===== src/hdl/csvtok_pkg.sv =====
// Shared types, byte codes and command codes of the CSV field tokenizer.
package csvtok_pkg;

    localparam int BYTE_W        = 8;
    localparam int COL_OUT_W     = 10;
    localparam int M_TDATA_W     = 24;
    localparam int M_TUSER_W     = 3;

    localparam int PEND_DEPTH_DEF = 16;
    localparam int MAX_COLS_DEF   = 1024;

    localparam logic [BYTE_W-1:0] DELIM_RESET = 8'h2C;
    localparam logic [BYTE_W-1:0] CH_QUOTE    = 8'h22;
    localparam logic [BYTE_W-1:0] CH_CR       = 8'h0D;
    localparam logic [BYTE_W-1:0] CH_LF       = 8'h0A;
    localparam logic [BYTE_W-1:0] CH_SP       = 8'h20;
    localparam logic [BYTE_W-1:0] CH_TAB      = 8'h09;

    typedef logic [3:0] op_t;

    localparam op_t OP_NOP     = 4'd0;  // no beat taken
    localparam op_t OP_DROP    = 4'd1;  // take the beat, no effect on the datapath
    localparam op_t OP_CONTENT = 4'd2;  // content byte with nothing held ahead of it, or a whitespace byte
    localparam op_t OP_HOLD    = 4'd3;  // content byte behind held whitespace
    localparam op_t OP_FIELD   = 4'd4;  // field end
    localparam op_t OP_ROW     = 4'd5;  // field end with row end
    localparam op_t OP_EOD_ROW = 4'd6;  // row end only (end of data after a delimiter)
    localparam op_t OP_POP     = 4'd7;  // send the oldest held whitespace byte
    localparam op_t OP_FINAL   = 4'd8;  // send the held content byte

    typedef struct packed {
        logic out_free;
        logic is_delim;
        logic is_quote;
        logic is_cr;
        logic is_lf;
        logic is_ws;
        logic pend_any;
        logic col_any;
    } stat_t;

endpackage


===== src/hdl/csv_field_tokenizer.sv =====
// Top level of the CSV field tokenizer: stream ports, delimiter register port.
// Latency: a result beat is valid the cycle after the byte is taken; behind held
// blanks the held blanks go out first, oldest first, and then the byte itself.
// Throughput: one byte per cycle while the result register drains; a content byte
// behind held blanks stalls the input until the blanks and the byte are passed on.
// Reset (rst_n, async, active low): delimiter back to comma, parser at row start.
module csv_field_tokenizer
#(
    parameter int PEND_DEPTH = csvtok_pkg::PEND_DEPTH_DEF,
    parameter int MAX_COLS   = csvtok_pkg::MAX_COLS_DEF
)
(
    input  logic                                clk,
    input  logic                                rst_n,
    // delimiter register write
    input  logic                                cfg_we,
    input  logic [csvtok_pkg::BYTE_W-1:0]       cfg_wdata,
    // input text beats
    input  logic                                s_tvalid,
    output logic                                s_tready,
    input  logic [csvtok_pkg::BYTE_W-1:0]       s_tdata,   // [7:0] data_byte
    input  logic                                s_tuser,   // [0] end_of_data
    // result beats
    output logic                                m_tvalid,
    input  logic                                m_tready,
    output logic [csvtok_pkg::M_TDATA_W-1:0]    m_tdata,   // [7:0] byte_value,
                                                           // [17:8] column,
                                                           // [18] trim_overflow, zero pad
    output logic [csvtok_pkg::M_TUSER_W-1:0]    m_tuser,   // [0] has_byte, [1] field_end,
                                                           // [2] row_end
    output logic                                m_tlast    // last beat caused by one input
);

    csvtok_pkg::stat_t  stat;
    csvtok_pkg::op_t    op;

    // The controller tracks the quoting mode, the CR of a CR LF pair and the
    // whitespace flush; it issues one command per cycle to the datapath.
    csvtok_ctrl u_ctrl
    (
        .clk      (clk),
        .rst_n    (rst_n),
        .s_tvalid (s_tvalid),
        .eod      (s_tuser),
        .s_tready (s_tready),
        .stat     (stat),
        .op       (op)
    );

    // The datapath classifies the incoming byte, holds inner whitespace until
    // the next content byte, counts columns and owns the result register.
    csvtok_dp
    #(
        .PEND_DEPTH (PEND_DEPTH),
        .MAX_COLS   (MAX_COLS)
    )
    u_dp
    (
        .clk       (clk),
        .rst_n     (rst_n),
        .cfg_we    (cfg_we),
        .cfg_wdata (cfg_wdata),
        .in_byte   (s_tdata),
        .op        (op),
        .stat      (stat),
        .m_tvalid  (m_tvalid),
        .m_tready  (m_tready),
        .m_tdata   (m_tdata),
        .m_tuser   (m_tuser),
        .m_tlast   (m_tlast)
    );

endmodule


===== src/hdl/csvtok_ctrl.sv =====
// Parse and sequencing state machine of the CSV field tokenizer.
module csvtok_ctrl
(
    input  logic                clk,
    input  logic                rst_n,
    input  logic                s_tvalid,
    input  logic                eod,
    output logic                s_tready,
    input  csvtok_pkg::stat_t   stat,
    output csvtok_pkg::op_t     op
);

    localparam logic ST_IDLE  = 1'b0;
    localparam logic ST_FLUSH = 1'b1;

    localparam logic [2:0] MODE_START  = 3'd0;
    localparam logic [2:0] MODE_UNQ    = 3'd1;
    localparam logic [2:0] MODE_QUOTED = 3'd2;
    localparam logic [2:0] MODE_QSEEN  = 3'd3;
    localparam logic [2:0] MODE_AFTER  = 3'd4;

    logic                state_reg;
    logic                state_next;
    logic [2:0]          mode_reg;
    logic [2:0]          mode_next;
    logic                cr_reg;
    logic                cr_next;
    logic                sep_hit;
    csvtok_pkg::op_t     sep_op;
    csvtok_pkg::op_t     content_op;

    assign sep_hit    = stat.is_delim || stat.is_cr || stat.is_lf;
    assign sep_op     = stat.is_delim ? csvtok_pkg::OP_FIELD : csvtok_pkg::OP_ROW;
    assign content_op = (!stat.is_ws && stat.pend_any) ? csvtok_pkg::OP_HOLD
                                                        : csvtok_pkg::OP_CONTENT;
    assign s_tready   = (state_reg == ST_IDLE) && stat.out_free;

    always_comb
    begin
        state_next = state_reg;
        mode_next  = mode_reg;
        cr_next    = cr_reg;
        op         = csvtok_pkg::OP_NOP;
        unique case (state_reg)
            ST_IDLE:
            begin
                if (s_tvalid && s_tready)
                begin
                    cr_next = 1'b0;
                    if (eod)
                    begin
                        if (mode_reg != MODE_START)
                        begin
                            op        = csvtok_pkg::OP_ROW;
                            mode_next = MODE_START;
                        end
                        else if (stat.col_any)
                        begin
                            op = csvtok_pkg::OP_EOD_ROW;
                        end
                        else
                        begin
                            op = csvtok_pkg::OP_DROP;
                        end
                    end
                    else if (cr_reg && stat.is_lf)
                    begin
                        // swallow the LF of a CR LF pair
                        op = csvtok_pkg::OP_DROP;
                    end
                    else
                    begin
                        unique case (mode_reg)
                            MODE_UNQ:
                            begin
                                if (sep_hit)
                                begin
                                    op        = sep_op;
                                    mode_next = MODE_START;
                                    cr_next   = !stat.is_delim && stat.is_cr;
                                end
                                else
                                begin
                                    op = content_op;
                                end
                            end
                            MODE_QUOTED:
                            begin
                                if (stat.is_quote)
                                begin
                                    op        = csvtok_pkg::OP_DROP;
                                    mode_next = MODE_QSEEN;
                                end
                                else
                                begin
                                    op = content_op;
                                end
                            end
                            MODE_QSEEN:
                            begin
                                if (stat.is_quote)
                                begin
                                    // doubled quote: one literal quote
                                    op        = content_op;
                                    mode_next = MODE_QUOTED;
                                end
                                else if (sep_hit)
                                begin
                                    op        = sep_op;
                                    mode_next = MODE_START;
                                    cr_next   = !stat.is_delim && stat.is_cr;
                                end
                                else
                                begin
                                    op        = csvtok_pkg::OP_DROP;
                                    mode_next = MODE_AFTER;
                                end
                            end
                            MODE_AFTER:
                            begin
                                if (sep_hit)
                                begin
                                    op        = sep_op;
                                    mode_next = MODE_START;
                                    cr_next   = !stat.is_delim && stat.is_cr;
                                end
                                else
                                begin
                                    op = csvtok_pkg::OP_DROP;
                                end
                            end
                            default:
                            begin
                                // field start
                                if (stat.is_quote)
                                begin
                                    op        = csvtok_pkg::OP_DROP;
                                    mode_next = MODE_QUOTED;
                                end
                                else if (sep_hit)
                                begin
                                    op        = sep_op;
                                    mode_next = MODE_START;
                                    cr_next   = !stat.is_delim && stat.is_cr;
                                end
                                else
                                begin
                                    op        = content_op;
                                    mode_next = MODE_UNQ;
                                end
                            end
                        endcase
                    end
                    if (op == csvtok_pkg::OP_HOLD)
                    begin
                        state_next = ST_FLUSH;
                    end
                end
            end
            ST_FLUSH:
            begin
                if (stat.out_free)
                begin
                    if (stat.pend_any)
                    begin
                        op = csvtok_pkg::OP_POP;
                    end
                    else
                    begin
                        op         = csvtok_pkg::OP_FINAL;
                        state_next = ST_IDLE;
                    end
                end
            end
            default:
            begin
                state_next = ST_IDLE;
            end
        endcase
    end

    always_ff @(posedge clk or negedge rst_n)
    begin
        if (!rst_n)
        begin
            state_reg <= ST_IDLE;
            mode_reg  <= MODE_START;
            cr_reg    <= 1'b0;
        end
        else
        begin
            state_reg <= state_next;
            mode_reg  <= mode_next;
            cr_reg    <= cr_next;
        end
    end

endmodule


===== src/hdl/csvtok_dp.sv =====
// Datapath of the CSV field tokenizer: delimiter, whitespace store, column and result register.
module csvtok_dp
#(
    parameter int PEND_DEPTH = csvtok_pkg::PEND_DEPTH_DEF,
    parameter int MAX_COLS   = csvtok_pkg::MAX_COLS_DEF
)
(
    input  logic                                clk,
    input  logic                                rst_n,
    input  logic                                cfg_we,
    input  logic [csvtok_pkg::BYTE_W-1:0]       cfg_wdata,
    input  logic [csvtok_pkg::BYTE_W-1:0]       in_byte,
    input  csvtok_pkg::op_t                     op,
    output csvtok_pkg::stat_t                   stat,
    output logic                                m_tvalid,
    input  logic                                m_tready,
    output logic [csvtok_pkg::M_TDATA_W-1:0]    m_tdata,
    output logic [csvtok_pkg::M_TUSER_W-1:0]    m_tuser,
    output logic                                m_tlast
);

    localparam int CNT_W  = $clog2(PEND_DEPTH + 1);
    localparam int COL_W  = $clog2(MAX_COLS);
    localparam int PAD_W  = csvtok_pkg::M_TDATA_W - csvtok_pkg::BYTE_W
                            - csvtok_pkg::COL_OUT_W - 1;
    localparam logic [COL_W-1:0] COL_TOP  = COL_W'(MAX_COLS - 1);
    localparam logic [CNT_W-1:0] CNT_FULL = CNT_W'(PEND_DEPTH);

    logic [csvtok_pkg::BYTE_W-1:0]      delim_reg;
    logic [csvtok_pkg::BYTE_W-1:0]      delim_next;
    logic                               content_reg;
    logic                               content_next;
    logic [CNT_W-1:0]                   count_reg;
    logic [CNT_W-1:0]                   count_next;
    logic [PEND_DEPTH-1:0]              kinds_reg;
    logic [PEND_DEPTH-1:0]              kinds_next;
    logic [COL_W-1:0]                   col_reg;
    logic [COL_W-1:0]                   col_next;
    logic                               ovf_reg;
    logic                               ovf_next;
    logic [csvtok_pkg::BYTE_W-1:0]      hold_reg;
    logic [csvtok_pkg::BYTE_W-1:0]      hold_next;
    logic                               m_valid_reg;
    logic                               m_valid_next;

    logic                               has_reg;
    logic [csvtok_pkg::BYTE_W-1:0]      byte_reg;
    logic                               fe_reg;
    logic                               re_reg;
    logic [csvtok_pkg::COL_OUT_W-1:0]   colout_reg;
    logic                               ovfout_reg;
    logic                               last_reg;

    logic                               emit;
    logic                               e_has;
    logic [csvtok_pkg::BYTE_W-1:0]      e_byte;
    logic                               e_fe;
    logic                               e_re;
    logic                               e_last;
    logic                               is_tab;
    logic [COL_W+csvtok_pkg::COL_OUT_W-1:0] col_ext;

    assign is_tab  = (in_byte == csvtok_pkg::CH_TAB);
    assign col_ext = {{csvtok_pkg::COL_OUT_W{1'b0}}, col_reg};

    assign stat.out_free     = !m_valid_reg || m_tready;
    assign stat.is_delim     = (in_byte == delim_reg);
    assign stat.is_quote     = (in_byte == csvtok_pkg::CH_QUOTE);
    assign stat.is_cr        = (in_byte == csvtok_pkg::CH_CR);
    assign stat.is_lf        = (in_byte == csvtok_pkg::CH_LF);
    assign stat.is_ws        = (in_byte == csvtok_pkg::CH_SP) || is_tab;
    assign stat.pend_any     = (count_reg != '0);
    assign stat.col_any      = (col_reg != '0);

    always_comb
    begin
        delim_next   = cfg_we ? cfg_wdata : delim_reg;
        content_next = content_reg;
        count_next   = count_reg;
        kinds_next   = kinds_reg;
        col_next     = col_reg;
        ovf_next     = ovf_reg;
        hold_next    = hold_reg;
        emit         = 1'b0;
        e_has        = 1'b0;
        e_byte       = '0;
        e_fe         = 1'b0;
        e_re         = 1'b0;
        e_last       = 1'b1;
        unique case (op) inside
            csvtok_pkg::OP_NOP, csvtok_pkg::OP_DROP:
            begin
            end
            csvtok_pkg::OP_CONTENT:
            begin
                if (stat.is_ws)
                begin
                    // leading whitespace is dropped, inner whitespace is held
                    if (content_reg)
                    begin
                        if (count_reg < CNT_FULL)
                        begin
                            for (int i = 0; i < PEND_DEPTH; i++)
                            begin
                                if (count_reg == CNT_W'(i))
                                begin
                                    kinds_next[i] = is_tab;
                                end
                            end
                            count_next = count_reg + CNT_W'(1);
                        end
                        else
                        begin
                            ovf_next = 1'b1;
                        end
                    end
                end
                else
                begin
                    emit         = 1'b1;
                    e_has        = 1'b1;
                    e_byte       = in_byte;
                    content_next = 1'b1;
                    count_next   = '0;
                end
            end
            csvtok_pkg::OP_HOLD:
            begin
                hold_next = in_byte;
            end
            csvtok_pkg::OP_FIELD, csvtok_pkg::OP_ROW:
            begin
                emit = 1'b1;
                e_fe = 1'b1;
                e_re = (op == csvtok_pkg::OP_ROW);
                if (op == csvtok_pkg::OP_ROW)
                begin
                    col_next = '0;
                end
                else if (col_reg < COL_TOP)
                begin
                    col_next = col_reg + COL_W'(1);
                end
                content_next = 1'b0;
                count_next   = '0;
            end
            csvtok_pkg::OP_EOD_ROW:
            begin
                emit         = 1'b1;
                e_re         = 1'b1;
                col_next     = '0;
                content_next = 1'b0;
                count_next   = '0;
            end
            csvtok_pkg::OP_POP:
            begin
                emit       = 1'b1;
                e_has      = 1'b1;
                e_byte     = kinds_reg[0] ? csvtok_pkg::CH_TAB : csvtok_pkg::CH_SP;
                e_last     = 1'b0;
                kinds_next = kinds_reg >> 1;
                count_next = count_reg - CNT_W'(1);
            end
            csvtok_pkg::OP_FINAL:
            begin
                emit         = 1'b1;
                e_has        = 1'b1;
                e_byte       = hold_reg;
                content_next = 1'b1;
                count_next   = '0;
            end
            default:
            begin
            end
        endcase

        if (emit)
        begin
            m_valid_next = 1'b1;
        end
        else if (m_tready)
        begin
            m_valid_next = 1'b0;
        end
        else
        begin
            m_valid_next = m_valid_reg;
        end
    end

    always_ff @(posedge clk or negedge rst_n)
    begin
        if (!rst_n)
        begin
            delim_reg   <= csvtok_pkg::DELIM_RESET;
            content_reg <= 1'b0;
            count_reg   <= '0;
            col_reg     <= '0;
            ovf_reg     <= 1'b0;
            m_valid_reg <= 1'b0;
        end
        else
        begin
            delim_reg   <= delim_next;
            content_reg <= content_next;
            count_reg   <= count_next;
            col_reg     <= col_next;
            ovf_reg     <= ovf_next;
            m_valid_reg <= m_valid_next;
        end
    end

    // payload: no reset
    always_ff @(posedge clk)
    begin
        kinds_reg <= kinds_next;
        hold_reg  <= hold_next;
        if (emit)
        begin
            has_reg    <= e_has;
            byte_reg   <= e_byte;
            fe_reg     <= e_fe;
            re_reg     <= e_re;
            colout_reg <= col_ext[csvtok_pkg::COL_OUT_W-1:0];
            ovfout_reg <= ovf_reg;
            last_reg   <= e_last;
        end
    end

    assign m_tvalid = m_valid_reg;
    assign m_tdata  = {{PAD_W{1'b0}}, ovfout_reg, colout_reg, byte_reg};
    assign m_tuser  = {re_reg, fe_reg, has_reg};
    assign m_tlast  = last_reg;

endmodule


===== config.mk =====
export PLATFORM = sky130hd
export DESIGN_NAME = csv_field_tokenizer
export DESIGN_NICKNAME = d
export VERILOG_FILES = /design/src/hdl/csvtok_pkg.sv /design/src/hdl/csv_field_tokenizer.sv /design/src/hdl/csvtok_ctrl.sv /design/src/hdl/csvtok_dp.sv
export SDC_FILE = /design/constraint.sdc
export NUM_CORES = 1
export LEC_CHECK = 0
export BUFFER_PORTS_ARGS = -buffer_cell sky130_fd_sc_hd__buf_2
export CORE_MARGIN = 2
export CORE_UTILIZATION = 45
export CTS_BUF_LIST = sky130_fd_sc_hd__clkbuf_16
export DETAILED_ROUTE_END_ITERATION = 7
export SLEW_MARGIN = 10
export SYNTH_ARGS = -nofsm -noshare
export SYNTH_HDL_FRONTEND = slang
export SYNTH_HIERARCHICAL = 1
export SYNTH_SLANG_ARGS = --single-unit

===== constraint.sdc =====
create_clock -name clk -period 5.8 [get_ports clk]
set_input_delay 0.29 -clock clk [delete_from_list [all_inputs] [get_ports clk]]
set_output_delay 0.29 -clock clk [all_outputs]
set_load 0.1 [all_outputs]

---- After elaboration in Yosys (flattened, before gate mapping) ----
Cells that the tools add are included.
storage, ports and cells
  bits in registers ....................... 78
  input bits .............................. 22
  output and inout bits ................... 30
cells by class
  add/subtract/negate cells ............... 3
  $lt $le $gt $ge ......................... 2
  equality and inequality tests ........... 60
  muxes and demuxes ....................... 78
  bitwise logic cells ..................... 2
  reduce and logical (&&, ||, !) cells .... 49
operators with widths
  operator               count
  $reduce_and 5->1       16
  $mux 4                 13
  $mux 16                3
  $eq 5x4->1 const B     8
  $ne 2x2->1 const B     20
  $mux 1                 33
  $pmux 16 s2            1
  $mux 3                 9
  $eq 8x4->1 const B     3
  $pmux 8 s3             1
  $eq 5x3->1 const B     4
  $mux 10                2
  $pmux 10 s2            1
  $eq 4x3->1 const B     4
  $eq 8x6->1 const B     2
  $pmux 4 s4             1
  $mux 5                 3
  $pmux 5 s3             1
  $eq 4x2->1 const B     3
  $add 10x1->10 const B  1
  $eq 5x2->1 const B     2
  $lt 10x10->1 const B   1
  $pmux 1 s2             5
  $reduce_bool 10->1     1
  other kinds (34)       56

---- Longest topological paths before layout ----
  depth in word-level cells ............... 18
  mapped depth ............................ 16

---- Hierarchy ----
The synthesis kept the hierarchy.
modules (own cells, without submodules)
  module       instances  cells an instance  area an instance (µm²)  seq. area each (µm²)
  csvtok_dp    1          340                3802.4                  2065.7
  csvtok_ctrl  1          78                 601.8                   125.1

---- Worst setup path after synthesis ----
Ideal clock, no wire load.
  path type ............................... reg-to-reg
  from .................................... register u_dp.count_reg[0]
  to ...................................... register u_dp/byte_reg[0] (netlist bit) (enable)
  arrival ................................. 3.038 ns
  required time ........................... 5.420 ns
  setup slack ............................. 2.382 ns
  stages on the path, launching flop included .. 14
  period minus slack after synthesis ...... 3.418 ns
  path through ............................ dfrtp_1 inv_1 ha_1 nor2b_1 nand2_1 nor2b_1 o2111ai_1 o211ai_1 o31ai_1 nand2_1 buf_2 nor4b_4 nand2b_1 nand2_1
RTL lines
  what                    line              text
  from (decl)             csvtok_dp.sv:33   logic [CNT_W-1:0] count_reg;
  from (signal assigned)  csvtok_dp.sv:206  count_reg <= count_next;
  to (signal assigned)    csvtok_dp.sv:221  byte_reg <= e_byte;
  to (decl)               csvtok_dp.sv:47   logic [csvtok_pkg::BYTE_W-1:0] byte_reg;

==> results.json <==
{
  "status": "finished, final reports clean",
  "start_util_pct": 45.7,
  "ys_seq_area_share_pct": 49.7,
  "dr.max_layer_used": "met4",
  "num_io_pins": 52,
  "syn_to_final_growth_pct": 12.7,
  "die-width_um": 103,
  "p_leak_nw": 2.07,
  "wl_met3_um": 427,
  "yosys_warnings": 6,
  "drc": 0,
  "place.port_buffers": 46,
  "fin_crit_ns": 4.01,
  "wl_met2_um": 4230,
  "synth_edf_count": 47,
  "dieArea_mm2": 0.0106,
  "powerDensity_mw_per_mm2": 557,
  "antenna_found_initial": 0,
  "layout_common_cells": "nand2_1, edfxtp_1, buf_2, dfrtp_1, a21oi_1",
  "die_h_um": 103,
  "syn_area_per_cell_um2": 10.5,
  "cts_setup_buffers": 0,
  "final_common_cell": "nand2_1",
  "hold_path_class": "in -> async",
  "final_layout_size_suffix_gt1_share_pct": 21.4,
  "setup_slack_ns": 1.79,
  "r2r_slack_ns": 1.79,
  "place.gp.congestion": 0.842,
  "worstPathRequired_ns": 5.83,
  "cts-root-buf": "clkbuf_16",
  "cp-start-kind": "flip-flop",
  "ys_seq_elements": 78,
  "relSlewSlack_pct": 21.2,
  "detail-route-antenna-nets": 0,
  "cts.htree.levels": 3,
  "place_hpwl_um": 6730,
  "r2r_cells": 12,
  "cts_resized": 0,
  "max_freq_mhz": 249,
  "hold_buffers": 0,
  "clock_sinks": 78,
  "vias": 3236,
  "dr.pass1.iters": 4,
  "cp_max_fo": 13,
  "met1Wirelength_um": 4700,
  "power_mw": 2.77,
  "final_nets": 484,
  "grt-ovfl-total": 0,
  "cap_violations": 0,
  "dp_slack_ns": 1.40,
  "grt_max_degree": 32,
  "clk_latency_ns": 0.33,
  "worst_pin_slew_ns": 1.17,
  "min_period_over_period_pct": 69.2,
  "crit_type": "reg -> reg",
  "largest_reg_flops": 16,
  "netlist_area_mm2": 0.00440,
  "clockBufferDepth": 2,
  "antenna_cells": 0,
  "hold_viol": 0,
  "finish.utilization_pct": 51.5,
  "arrival_ns": 4.04,
  "rr_startpoint": "u_dp/count_reg[0]$_DFFE_PN0P_",
  "placementRows": 36,
  "cts_buffers": 9,
  "syn-instance-count": 418,
  "grt_pass1_wl_um": 15700,
  "via_per_inst": 5.48,
  "synth_cell_types": 79,
  "cts_tree": "built",
  "rr_endpoint": "u_dp/kinds_reg[1]$_DFFE_PP_",
  "tns_ns": 0,
  "vdd_drop_max_mv": 0.235,
  "skew_ns": 0.00867,
  "rsz0062_at_grt": "false",
  "slew_viol_final": 0,
  "async_flop_share_pct": 39.7,
  "finalSetupViolations": 0,
  "grt_usage_pct": 19.2,
  "grt_pass1_vias": 3048,
  "endpoint_kind": "flip-flop",
  "wl_um": 9440,
  "clk_pin_slew_ns": 0.06,
  "synth_ff_type": "edfxtp_1",
  "drt_iter0_markers": 180,
  "core_mm2": 0.00964,
  "wl_per_cell_um": 16.0
}
-- cells by family after synthesis --
| family | Yosys count | share of synthesized area [%] |
|---|---|---|
| compound gates | 83 | 13.4 |
| other cells | 1 | 0.0851 |
| simple gates | 176 | 22.8 |
| xor+xnor | 10 | 1.99 |
| flops | 78 | 49.7 |
| fa+ha+maj | 11 | 3.04 |
| mux | 14 | 3.44 |
| buf+inv | 45 | 5.48 |
-- per-layer routing --
layer	global-route usage [%]	vias to the layer above
met5	0	-
met4	4.55	0
met3	4.41	8
met2	28.2	73
met1	28.7	1566
li1	-	1589
-- through the flow --
step	hold slack, ns	area [µm²]	std cells
3_5_place_dp	0.405	4660	575
5_1_grt	0.0846	4960	591
6_report	0.0240	4960	591
4_1_cts	0.0456	4960	591
3_3_place_gp	0.404	4660	575
2_1_floorplan	-0.00559	4420	422
-- critical path, cell delays in order, from the launching register on --
cell and delay (ns):
dfrtp_1 0.47, inv_1 0.16, ha_1 0.15, nor2b_1 0.23, nand2_1 0.19, nor2b_1 0.21, o2111ai_1 0.18, o211ai_1 0.12
o31ai_1 0.33, nand2_1 0.29, nor4b_4 0.74, a31oi_2 0.39, a21oi_1 0.25
-- how the worst max path moves through the flow --
stage | from | end | slack [ns] | depth (start not counted)
after floorplan | u_dp/count_reg[0]$_DFFE_PN0P_ | u_dp/byte_reg[0]$_DFFE_PP_ | 2.38 | 13
after global placement | s_tdata[4] | u_dp/kinds_reg[11]$_DFFE_PP_ | 1.64 | 14
after detailed placement | s_tdata[4] | u_dp/kinds_reg[1]$_DFFE_PP_ | 1.40 | 12
after CTS | u_dp/count_reg[0]$_DFFE_PN0P_ | u_dp/kinds_reg[1]$_DFFE_PP_ | 1.75 | 12
after global routing | u_dp/count_reg[0]$_DFFE_PN0P_ | u_dp/kinds_reg[1]$_DFFE_PP_ | 1.34 | 12
final | u_dp/count_reg[0]$_DFFE_PN0P_ | u_dp/kinds_reg[1]$_DFFE_PP_ | 1.79 | 12
-- cells in the mapped netlist (6+ instances only) --
cell / number / area (µm²)
nand2_1: 64 / 240
buf_2: 11 / 55.1
nand2b_1: 6 / 37.5
o21ai_0: 9 / 45.0
edfxtp_1: 47 / 1410
ha_1: 9 / 113
inv_1: 13 / 48.8
nor2_1: 17 / 63.8
buf_4: 11 / 82.6
and3_1: 9 / 56.3
nand4_1: 6 / 37.5
xnor2_1: 9 / 78.8
nor3_1: 7 / 35.0
clkbuf_1: 6 / 22.5
a21oi_1: 27 / 135
mux2_2: 8 / 90.1
nand3_1: 15 / 75.1
dfrtp_1: 28 / 701
nor2b_1: 10 / 62.6
-- power by group --
part	internal, mW	total [mW]	leakage [nW]	switching (mW)
Combinational	0.265	1.31	1.07	1.04
Clock	0.322	0.562	0.145	0.240
Sequential	0.781	0.896	0.850	0.115
-- final cells by class --
class	count	area, µm²
Multi-Input combinational cell	299	1990
Inverter	15	58.8
Fill cell	909	4680
Clock buffer	10	250
Timing Repair Buffer	50	260
Tap cell	133	166
Clock inverter	6	48.8
Sequential cell	78	2190
Note: power is estimated with default switching activity, not from simulation.
